`config.mk`:
```
export PLATFORM = sky130hd
export DESIGN_NAME = complex_ternary_dot_accumulate_core_flat
export DESIGN_NICKNAME = d
export VERILOG_FILES = /design/src/rtl/ctda_pkg.sv /design/src/rtl/ctda_if.sv /design/src/rtl/complex_ternary_dot_accumulate_core.sv /design/src/rtl/ctda_branch_deltas.sv /design/src/flat_wrapper.sv
export VERILOG_INCLUDE_DIRS = /design/src /design/src/rtl
export SDC_FILE = /design/constraint.sdc
export NUM_CORES = 2
export LEC_CHECK = 0
export BUFFER_PORTS_ARGS = -buffer_cell sky130_fd_sc_hd__buf_2
export CAP_MARGIN = 0
export CORE_MARGIN = 2
export CORE_UTILIZATION = 36
export CTS_CLUSTER_SIZE = 16
export DETAILED_ROUTE_END_ITERATION = 8
export SETUP_SLACK_MARGIN = 0.15
export SLEW_MARGIN = 15
export SYNTH_ARGS = -nofsm -noshare
export SYNTH_HDL_FRONTEND = slang
export SYNTH_SLANG_ARGS = --single-unit
```
`constraint.sdc`:
```
create_clock -name clock -period 21.7 [get_ports clock]
set_clock_uncertainty 0.05 [all_clocks]
set_input_delay 3.255 -clock clock [delete_from_list [all_inputs] [get_ports clock]]
set_output_delay 3.255 -clock clock [all_outputs]
set_load 0.02 [all_outputs]
```
`src/rtl/assert_macros.svh`:
```
// Assertion macros used by the RTL core.
`ifndef ASSERT_MACROS_SVH
`define ASSERT_MACROS_SVH

// Checked at every rising edge outside reset.
`define ASSERT_RST(label, clk, rst, prop, msg) \
   label: assert property (@(posedge clk) disable iff (rst) prop) else $error(msg);

// Checked at every rising edge, reset included.
`define ASSERT_ALWAYS(label, clk, prop, msg) \
   label: assert property (@(posedge clk) prop) else $error(msg);

`endif

```
`src/rtl/ctda_pkg.sv`:
```
// Types and constants of the complex ternary dot-accumulate core.
`timescale 1ns / 1ps

package ctda_pkg;

   localparam int NUM_BRANCHES  = 4;
   localparam int NUM_LANES     = 4;
   localparam int NUM_SUMS      = 4;
   localparam int CODE_W        = 2;
   localparam int LANE_W        = 8;
   localparam int DELTA_W       = 10;  // four 8-bit values: -512..508
   localparam int RES_W         = 32;

   // Lane code bits
   localparam int CODE_POS_BIT  = 0;   // clear: negate the activation
   localparam int CODE_IMAG_BIT = 1;   // set: imaginary-phase sums

   // Sum index within a branch
   localparam int SUM_RR = 0;
   localparam int SUM_RI = 1;
   localparam int SUM_IR = 2;
   localparam int SUM_II = 3;

   typedef logic [1:0] branch_type;
   localparam branch_type LAST_BRANCH = 2'd3;

   typedef struct packed {
      logic [7:0]  u0_code;
      logic [7:0]  u1_code;
      logic [7:0]  w0_code;
      logic [7:0]  w1_code;
      logic [31:0] act_real_lanes;
      logic [31:0] act_imag_lanes;
      logic        start_req;
      logic        finish;
   } req_item_type;

   typedef struct packed {
      logic signed [DELTA_W-1:0] rr;
      logic signed [DELTA_W-1:0] ri;
      logic signed [DELTA_W-1:0] ir;
      logic signed [DELTA_W-1:0] ii;
   } deltas_type;

endpackage

```
`src/rtl/ctda_if.sv`:
```
// Request and response channel interfaces of the dot-accumulate core.
`timescale 1ns / 1ps

interface ctda_req_if;
   logic        valid;
   logic        ready;
   logic [7:0]  u0_code;
   logic [7:0]  u1_code;
   logic [7:0]  w0_code;
   logic [7:0]  w1_code;
   logic [31:0] act_real_lanes;
   logic [31:0] act_imag_lanes;
   logic        start_req;
   logic        finish;

   modport source (
      output valid, u0_code, u1_code, w0_code, w1_code,
             act_real_lanes, act_imag_lanes, start_req, finish,
      input  ready
   );
   modport sink (
      input  valid, u0_code, u1_code, w0_code, w1_code,
             act_real_lanes, act_imag_lanes, start_req, finish,
      output ready
   );
endinterface

interface ctda_rsp_if;
   logic               valid;
   logic               ready;
   logic [1:0]         branch;
   logic signed [31:0] real_by_real;
   logic signed [31:0] real_by_imag;
   logic signed [31:0] imag_by_real;
   logic signed [31:0] imag_by_imag;
   logic               final_res;

   modport source (
      output valid, branch, real_by_real, real_by_imag, imag_by_real,
             imag_by_imag, final_res,
      input  ready
   );
   modport sink (
      input  valid, branch, real_by_real, real_by_imag, imag_by_real,
             imag_by_imag, final_res,
      output ready
   );
endinterface

```
`src/rtl/complex_ternary_dot_accumulate_core.sv`:
```
// Complex two-bit sign/phase dot-product accumulator, top level.
//
//  channel    dir   content
//  req_chan   in    code bytes u0 u1 w0 w1, 4+4 activation lanes, start, finish
//  rsp_chan   out   branch, four 32-bit branch sums, final flag
//
// One transaction per cycle while no finish waits on the result buffer: an input
// register feeds the sixteen accumulator adders, which update from it as it advances.
// A finish copies all sums into a result buffer drained one branch per cycle
// while the response side is ready, so a finish takes four result transactions;
// back-to-back finishes stall requests until the buffer's last result is taken.
// Synchronous reset clears accumulators, branch index and the input and buffer valid flags.
`timescale 1ns / 1ps
`include "assert_macros.svh"

module complex_ternary_dot_accumulate_core #(
   parameter int ACC_WIDTH = 32
) (
   input logic        clock,
   input logic        reset,
   ctda_req_if.sink   req_chan,
   ctda_rsp_if.source rsp_chan
);

   localparam int NB = ctda_pkg::NUM_BRANCHES;
   localparam int NS = ctda_pkg::NUM_SUMS;
   localparam int RW = ctda_pkg::RES_W;

   ctda_pkg::req_item_type item_ff, item_in;
   logic                   item_valid_ff, item_valid_in;
   logic                   req_accept, rsp_accept, snap_free, item_advance, snap_load;

   logic [ACC_WIDTH-1:0]   acc_ff [NB][NS];
   logic [ACC_WIDTH-1:0]   acc_in [NB][NS];
   logic signed [RW-1:0]   snap_ff [NB][NS];
   logic signed [RW-1:0]   snap_in [NB][NS];
   logic                   snap_valid_ff, snap_valid_in;
   ctda_pkg::branch_type   branch_ff, branch_in;

   ctda_pkg::deltas_type   deltas [NB];
   logic signed [ctda_pkg::DELTA_W-1:0] dval [NB][NS];
   logic [7:0]             codes [NB];

   assign codes[0] = item_ff.u0_code;
   assign codes[1] = item_ff.u1_code;
   assign codes[2] = item_ff.w0_code;
   assign codes[3] = item_ff.w1_code;

   for (genvar b = 0; b < NB; b++) begin : g_branch
      ctda_branch_deltas u_deltas (
         .code_byte      (codes[b]),
         .act_real_lanes (item_ff.act_real_lanes),
         .act_imag_lanes (item_ff.act_imag_lanes),
         .deltas         (deltas[b])
      );
      assign dval[b][ctda_pkg::SUM_RR] = deltas[b].rr;
      assign dval[b][ctda_pkg::SUM_RI] = deltas[b].ri;
      assign dval[b][ctda_pkg::SUM_IR] = deltas[b].ir;
      assign dval[b][ctda_pkg::SUM_II] = deltas[b].ii;
   end

   // Handshake and flow control
   assign rsp_accept   = rsp_chan.valid && rsp_chan.ready;
   assign snap_free    = !snap_valid_ff || (rsp_accept && branch_ff == ctda_pkg::LAST_BRANCH);
   assign item_advance = item_valid_ff && (!item_ff.finish || snap_free);
   assign snap_load    = item_advance && item_ff.finish;
   assign req_chan.ready = !item_valid_ff || item_advance;
   assign req_accept   = req_chan.valid && req_chan.ready;

   always_comb begin
      item_in       = item_ff;
      item_valid_in = item_valid_ff && !item_advance;
      if (req_accept) begin
         item_in = '{u0_code:        req_chan.u0_code,
                     u1_code:        req_chan.u1_code,
                     w0_code:        req_chan.w0_code,
                     w1_code:        req_chan.w1_code,
                     act_real_lanes: req_chan.act_real_lanes,
                     act_imag_lanes: req_chan.act_imag_lanes,
                     start_req:      req_chan.start_req,
                     finish:         req_chan.finish};
         item_valid_in = 1'b1;
      end
   end

   // Accumulate and snapshot
   always_comb begin
      for (int b = 0; b < NB; b++) begin
         for (int s = 0; s < NS; s++) begin
            if (item_advance) begin
               acc_in[b][s] = (item_ff.start_req ? '0 : acc_ff[b][s])
                              + ACC_WIDTH'(dval[b][s]);
            end else begin
               acc_in[b][s] = acc_ff[b][s];
            end
            snap_in[b][s] = snap_load ? RW'($signed(acc_in[b][s])) : snap_ff[b][s];
         end
      end
   end

   always_comb begin
      snap_valid_in = snap_valid_ff;
      branch_in     = branch_ff;
      priority if (snap_load) begin
         snap_valid_in = 1'b1;
         branch_in     = '0;
      end else if (rsp_accept) begin
         if (branch_ff == ctda_pkg::LAST_BRANCH) begin
            snap_valid_in = 1'b0;
         end
         branch_in = ctda_pkg::branch_type'(branch_ff + 2'd1);
      end
   end

   always_ff @(posedge clock) begin
      if (reset) begin
         item_valid_ff <= 1'b0;
         snap_valid_ff <= 1'b0;
         branch_ff     <= '0;
         for (int b = 0; b < NB; b++) begin
            for (int s = 0; s < NS; s++) begin
               acc_ff[b][s] <= '0;
            end
         end
      end else begin
         item_valid_ff <= item_valid_in;
         snap_valid_ff <= snap_valid_in;
         branch_ff     <= branch_in;
         acc_ff        <= acc_in;
      end
   end

   always_ff @(posedge clock) begin
      item_ff <= item_in;
      snap_ff <= snap_in;
   end

   // Result channel
   assign rsp_chan.valid        = snap_valid_ff;
   assign rsp_chan.branch       = branch_ff;
   assign rsp_chan.real_by_real = snap_ff[branch_ff][ctda_pkg::SUM_RR];
   assign rsp_chan.real_by_imag = snap_ff[branch_ff][ctda_pkg::SUM_RI];
   assign rsp_chan.imag_by_real = snap_ff[branch_ff][ctda_pkg::SUM_IR];
   assign rsp_chan.imag_by_imag = snap_ff[branch_ff][ctda_pkg::SUM_II];
   assign rsp_chan.final_res    = (branch_ff == ctda_pkg::LAST_BRANCH);

   // Assertions
   `ASSERT_RST(a_drain_steps, clock, reset,
      (rsp_accept && branch_ff != ctda_pkg::LAST_BRANCH && !snap_load) |=>
      (snap_valid_ff && branch_ff == ctda_pkg::branch_type'($past(branch_ff) + 2'd1)),
      "result drain did not step to the next branch")
   `ASSERT_RST(a_finish_held, clock, reset,
      (item_valid_ff && item_ff.finish && !snap_free) |=> (item_valid_ff && item_ff.finish),
      "finishing transaction lost while result buffer busy")
   `ASSERT_RST(a_drain_ends, clock, reset,
      (rsp_accept && branch_ff == ctda_pkg::LAST_BRANCH && !snap_load) |=> !snap_valid_ff,
      "result buffer still valid after its last branch")
   `ASSERT_ALWAYS(a_reset_idle, clock,
      reset |=> (!snap_valid_ff && !item_valid_ff),
      "valid state survived reset")

endmodule

```
`src/rtl/ctda_branch_deltas.sv`:
```
// Per-branch lane decode: four signed increments for one transaction.
`timescale 1ns / 1ps

module ctda_branch_deltas (
   input  logic [7:0]           code_byte,
   input  logic [31:0]          act_real_lanes,
   input  logic [31:0]          act_imag_lanes,
   output ctda_pkg::deltas_type deltas
);

   localparam int DW = ctda_pkg::DELTA_W;
   localparam int LW = ctda_pkg::LANE_W;
   localparam int CW = ctda_pkg::CODE_W;

   logic [CW-1:0]        code;
   logic [LW-1:0]        xr, xi, vr, vi;
   logic signed [DW-1:0] er, ei;
   logic signed [DW-1:0] rr, ri, ir, ii;

   always_comb begin
      rr = '0;
      ri = '0;
      ir = '0;
      ii = '0;
      code = '0;
      xr = '0;
      xi = '0;
      vr = '0;
      vi = '0;
      er = '0;
      ei = '0;
      for (int p = 0; p < ctda_pkg::NUM_LANES; p++) begin
         code = code_byte[CW*p +: CW];
         xr   = act_real_lanes[LW*p +: LW];
         xi   = act_imag_lanes[LW*p +: LW];
         if (!code[ctda_pkg::CODE_POS_BIT]) begin
            // 8-bit wrap: -128 stays -128
            vr = LW'({LW{1'b0}} - xr);
            vi = LW'({LW{1'b0}} - xi);
         end else begin
            vr = xr;
            vi = xi;
         end
         er = DW'($signed(vr));
         ei = DW'($signed(vi));
         if (code[ctda_pkg::CODE_IMAG_BIT]) begin
            ir = ir + er;
            ii = ii + ei;
         end else begin
            rr = rr + er;
            ri = ri + ei;
         end
      end
      deltas = '{rr: rr, ri: ri, ir: ir, ii: ii};
   end

endmodule
```
`src/flat_wrapper.sv`:
```
// flat-port wrapper written by rule: the top's interface ports become plain ports
module complex_ternary_dot_accumulate_core_flat 
#(
   parameter int ACC_WIDTH = 32
)
  (clock, reset, req_chan_valid, req_chan_u0_code, req_chan_u1_code, req_chan_w0_code, req_chan_w1_code, req_chan_act_real_lanes, req_chan_act_imag_lanes, req_chan_start_req, req_chan_finish, req_chan_ready, rsp_chan_valid, rsp_chan_branch, rsp_chan_real_by_real, rsp_chan_real_by_imag, rsp_chan_imag_by_real, rsp_chan_imag_by_imag, rsp_chan_final_res, rsp_chan_ready);
  ctda_req_if req_chan_i ();
  ctda_rsp_if rsp_chan_i ();
  input logic clock;
  input logic reset;
  input wire logic [$bits(req_chan_i.valid)-1:0] req_chan_valid;
  input wire logic [$bits(req_chan_i.u0_code)-1:0] req_chan_u0_code;
  input wire logic [$bits(req_chan_i.u1_code)-1:0] req_chan_u1_code;
  input wire logic [$bits(req_chan_i.w0_code)-1:0] req_chan_w0_code;
  input wire logic [$bits(req_chan_i.w1_code)-1:0] req_chan_w1_code;
  input wire logic [$bits(req_chan_i.act_real_lanes)-1:0] req_chan_act_real_lanes;
  input wire logic [$bits(req_chan_i.act_imag_lanes)-1:0] req_chan_act_imag_lanes;
  input wire logic [$bits(req_chan_i.start_req)-1:0] req_chan_start_req;
  input wire logic [$bits(req_chan_i.finish)-1:0] req_chan_finish;
  output wire logic [$bits(req_chan_i.ready)-1:0] req_chan_ready;
  output wire logic [$bits(rsp_chan_i.valid)-1:0] rsp_chan_valid;
  output wire logic [$bits(rsp_chan_i.branch)-1:0] rsp_chan_branch;
  output wire logic [$bits(rsp_chan_i.real_by_real)-1:0] rsp_chan_real_by_real;
  output wire logic [$bits(rsp_chan_i.real_by_imag)-1:0] rsp_chan_real_by_imag;
  output wire logic [$bits(rsp_chan_i.imag_by_real)-1:0] rsp_chan_imag_by_real;
  output wire logic [$bits(rsp_chan_i.imag_by_imag)-1:0] rsp_chan_imag_by_imag;
  output wire logic [$bits(rsp_chan_i.final_res)-1:0] rsp_chan_final_res;
  input wire logic [$bits(rsp_chan_i.ready)-1:0] rsp_chan_ready;
  assign req_chan_i.valid = req_chan_valid;
  assign req_chan_i.u0_code = req_chan_u0_code;
  assign req_chan_i.u1_code = req_chan_u1_code;
  assign req_chan_i.w0_code = req_chan_w0_code;
  assign req_chan_i.w1_code = req_chan_w1_code;
  assign req_chan_i.act_real_lanes = req_chan_act_real_lanes;
  assign req_chan_i.act_imag_lanes = req_chan_act_imag_lanes;
  assign req_chan_i.start_req = req_chan_start_req;
  assign req_chan_i.finish = req_chan_finish;
  assign req_chan_ready = req_chan_i.ready;
  assign rsp_chan_valid = rsp_chan_i.valid;
  assign rsp_chan_branch = rsp_chan_i.branch;
  assign rsp_chan_real_by_real = rsp_chan_i.real_by_real;
  assign rsp_chan_real_by_imag = rsp_chan_i.real_by_imag;
  assign rsp_chan_imag_by_real = rsp_chan_i.imag_by_real;
  assign rsp_chan_imag_by_imag = rsp_chan_i.imag_by_imag;
  assign rsp_chan_final_res = rsp_chan_i.final_res;
  assign rsp_chan_i.ready = rsp_chan_ready;
  complex_ternary_dot_accumulate_core #(.ACC_WIDTH(ACC_WIDTH)) u_core (.clock(clock), .reset(reset), .req_chan(req_chan_i), .rsp_chan(rsp_chan_i));
endmodule
```
==> flow_summary_export.csv <==
group,metric,value,unit
synth,synth_top_area_share,0.184,
layout,layout-drive-gt1-share,0.0935,
timing,layout_min_cycle_time,11.15,ns
synth,postSynthCellCount,11900,
placed_design,gp_congestion,0.971,
synth,synth_common_cells,"nand2_1, nor2_1, a21oi_1",
setup_path,path_delay_family,"compound AO/OA/AOI/OAI gates",
timing,min_period_over_period,0.514,
layout,finish.utilization,0.394,
routing,top_layer_used,"met5",
routing,wl_met2,151000,µm
die,ios,235,
routing,viasPerCell,5.63,
outcome,status,"finished, final reports clean",
timing,max_slew_margin,0.160,
synth,synth.yosys.seq_area_share,0.287,
synth,yosys_warnings,0,
layout,n_fill_cell,27800,
layout,layout.cells.non_filler,15600,
timing,rsz0062_at_grt,"no",
clocking,postCtsSetupBuffers,0,
clocking,cts_buffers,145,
global_route,grt_pass1_wl,509000,µm
timing,drv_slew,0,
placed_design,portBuffers,234,
synth,syn_area,99700,µm²
power_and_ir_drop,leakagePower,0.0434,µW
synth,synth_area_leader_cell,"edfxtp_1",
timing,worstMarginPinSlew,1.25,ns
clocking,cts_root_buffer,"clkbuf_16",
setup_path,timing.critical_path.arrival,11.64,ns
synth,yosysMostFrequentCell,"nand2_1",
routing,routed_wl,336000,µm
routing,drtIter0Drc,7883,
routing,ant_nets,0,
clocking,cts_resized,0,
setup_path,critPathSlowestCell,"clkinv_1",
layout,final_area,109000,µm²
global_route,grt_pass1_vias,82200,
placed_design,dp.cells,15300,
synth,yosysUniqueCellTypes,133,
layout,syn_to_final_growth,9.04,%
routing,drc_errors,0,
die,initial_utilization,0.361,
die,die_w,530,µm
layout,seqCellArea,28700,µm²
flow_run,maxCapViolCount,0,
global_route,grt_max_degree,190,
synth,synth-seq-cells,1126,
clocking,clock-sinks,1126,
timing,finalHoldViolCount,0,
setup_path,cp_common_cell,"ha_1",
setup_path,required,22.19,ns
power_and_ir_drop,cellPowerDensity,111,nW/µm²
timing,setup_viol,0,
die,die_area,281000,µm²
min_path,hold_path_class,"flip-flop to flip-flop",
clocking,hold_buffers,0,
clocking,htree_levels,4,
global_route,track_usage,0.233,
setup_path,end_kind,"flip-flop",
power_and_ir_drop,ir_drop,0.0000674,V
synth,syn_area_per_cell,8.34,µm²
synth,synth_edf_count,610,
setup_path,cpPeakStageDelay,0.88,ns
clocking,cts_tree,"built",
layout,multi_input_area,67200,µm²
setup_path,path_class,"flip-flop to flip-flop",
setup_path,cp-start-kind,"flip-flop",
die,core,276000,µm²
routing,dr_wl_met3,19900,µm
synth,yosys-top-cells-area,"edfxtp_1, dfxtp_1, ha_1, a21oi_1, xnor2_1",
routing,dr.pass1.iters,7,
routing,met1_length,149000,µm
clocking,cts_buffer_depth,4,
synth,synthesis.nets,12800,
placed_design,placed_area,104000,µm²
timing,final.setup.tns,0,ns
setup_path,path_max_fanout,35,
layout,fin_nets,12600,
routing,vias,87900,
timing,fmax,89.7,MHz
clocking,clk_pin_slew,0.06,ns
routing,wl_per_cell,21.6,µm
placed_design,hpwl,249000,µm
synth,async_reset_ff_frac,0,
setup_path,path_buf_inv,3,
global_route,grt_overflow,0,
die,rows,193,
clocking,clkLatencyLatePin,0.85,ns
global_route,antenna_found_initial,17,
power_and_ir_drop,p_total,12100,µW
synth,ys.flop_type,"edfxtp_1",
die,fp.dieH,530,µm
-- logic make-up (layout without fill, tap and decap cells) --
| group | Yosys count | after routing | share of synthesized area |
|---|---|---|---|
| AOI/OAI and AO/OA | 3307 | 3307 | 0.210 |
| other | 0 | 1 | 0 |
| adders and majority gates | 843 | 843 | 0.109 |
| xor gates and xnor gates | 951 | 951 | 0.0857 |
| DFF | 1126 | 1126 | 0.287 |
| buffers and inverters | 1006 | 943 | 0.0392 |
| and+or+nand+nor | 4227 | 4227 | 0.201 |
| muxes | 489 | 489 | 0.0677 |
-- registers in the layout, summed over array words and instances (netlist names) --
name	cells
u_core.codes	32
u_core.item_ff	66
u_core.snap_ff	512
u_core.rsp_chan.branch	2
u_core.acc_ff	512
u_core.item_valid_ff	1
u_core.rsp_chan.valid	1
-- layout by cell type (no fill, tap or decap), types with 76 or more instances in the layout --
master,netlist,final
a211oi_1,76,76
a21o_1,259,259
a21oi_1,1156,1156
a31oi_1,116,115
and2_1,335,334
and3_1,77,76
buf_2,45,233
buf_4,12,105
clkbuf_16,0,147
dfxtp_1,516,514
edfxtp_1,610,610
ha_1,699,699
inv_1,320,319
mux2_2,194,194
mux2i_1,164,164
mux4_2,128,128
nand2_1,1258,1256
nand3_1,197,197
nor2_1,1164,1162
nor2b_1,464,464
nor3_1,292,292
o21a_1,81,81
o21ai_0,686,686
o21bai_1,154,154
o31ai_1,89,89
or3_1,95,95
xnor2_1,642,641
xor2_1,291,290
-- routing by layer --
metal | GRT usage | vias up
met2 | 0.376 | 2534
li1 | - | 42800
met1 | 0.313 | 42000
met5 | 0 | -
met3 | 0.0291 | 508
met4 | 0.0984 | 10
-- metrics by stage --
step	setup slack, ns	hold WS [ns]
after global placement	10.83	0.407
after floorplan	5.46	0.399
after detailed placement	10.70	0.412
final	10.55	0.419
after CTS	10.69	0.420
after global routing	9.66	0.439
-- report_power, final --
part | internal, µW | switching [µW]
Combinational | 2660 | 4100
Sequential | 2640 | 247
Clock | 1440 | 1020
Total | 6740 | 5370
-- worst paths after layout --
check             cells after the start  slack [ns]             endpoint                from
hold / removal                        2        0.42   u_core.acc_ff[213]  u_core.acc_ff[213]
setup reg to reg                     36       10.55  u_core.snap_ff[413]   u_core.item_ff[2]
setup / recovery                     36       10.55  u_core.snap_ff[413]   u_core.item_ff[2]
hold reg to reg                       2        0.42   u_core.acc_ff[213]  u_core.acc_ff[213]
-- worst register-to-register path: cells and delay by family, from the launching register on --
family,cells,cell delay (ns)
compound gates,12,3.47
fa+ha+maj,6,2.34
buf+inv,3,1.61
simple gates,8,1.27
xor+xnor,5,1.06
mux,2,0.62
flops,1,0.50
-- layout make-up --
type,instances,area share
inverters,338,0.0118
diodes,1,0.0000230
clock inverters,70,0.00697
multi-input cells,9817,0.618
flip-flops and latches,1126,0.264
repair buffers,349,0.0200
clock buffers,186,0.0367
well taps,3705,0.0427
(Power assumes the default switching activity.)
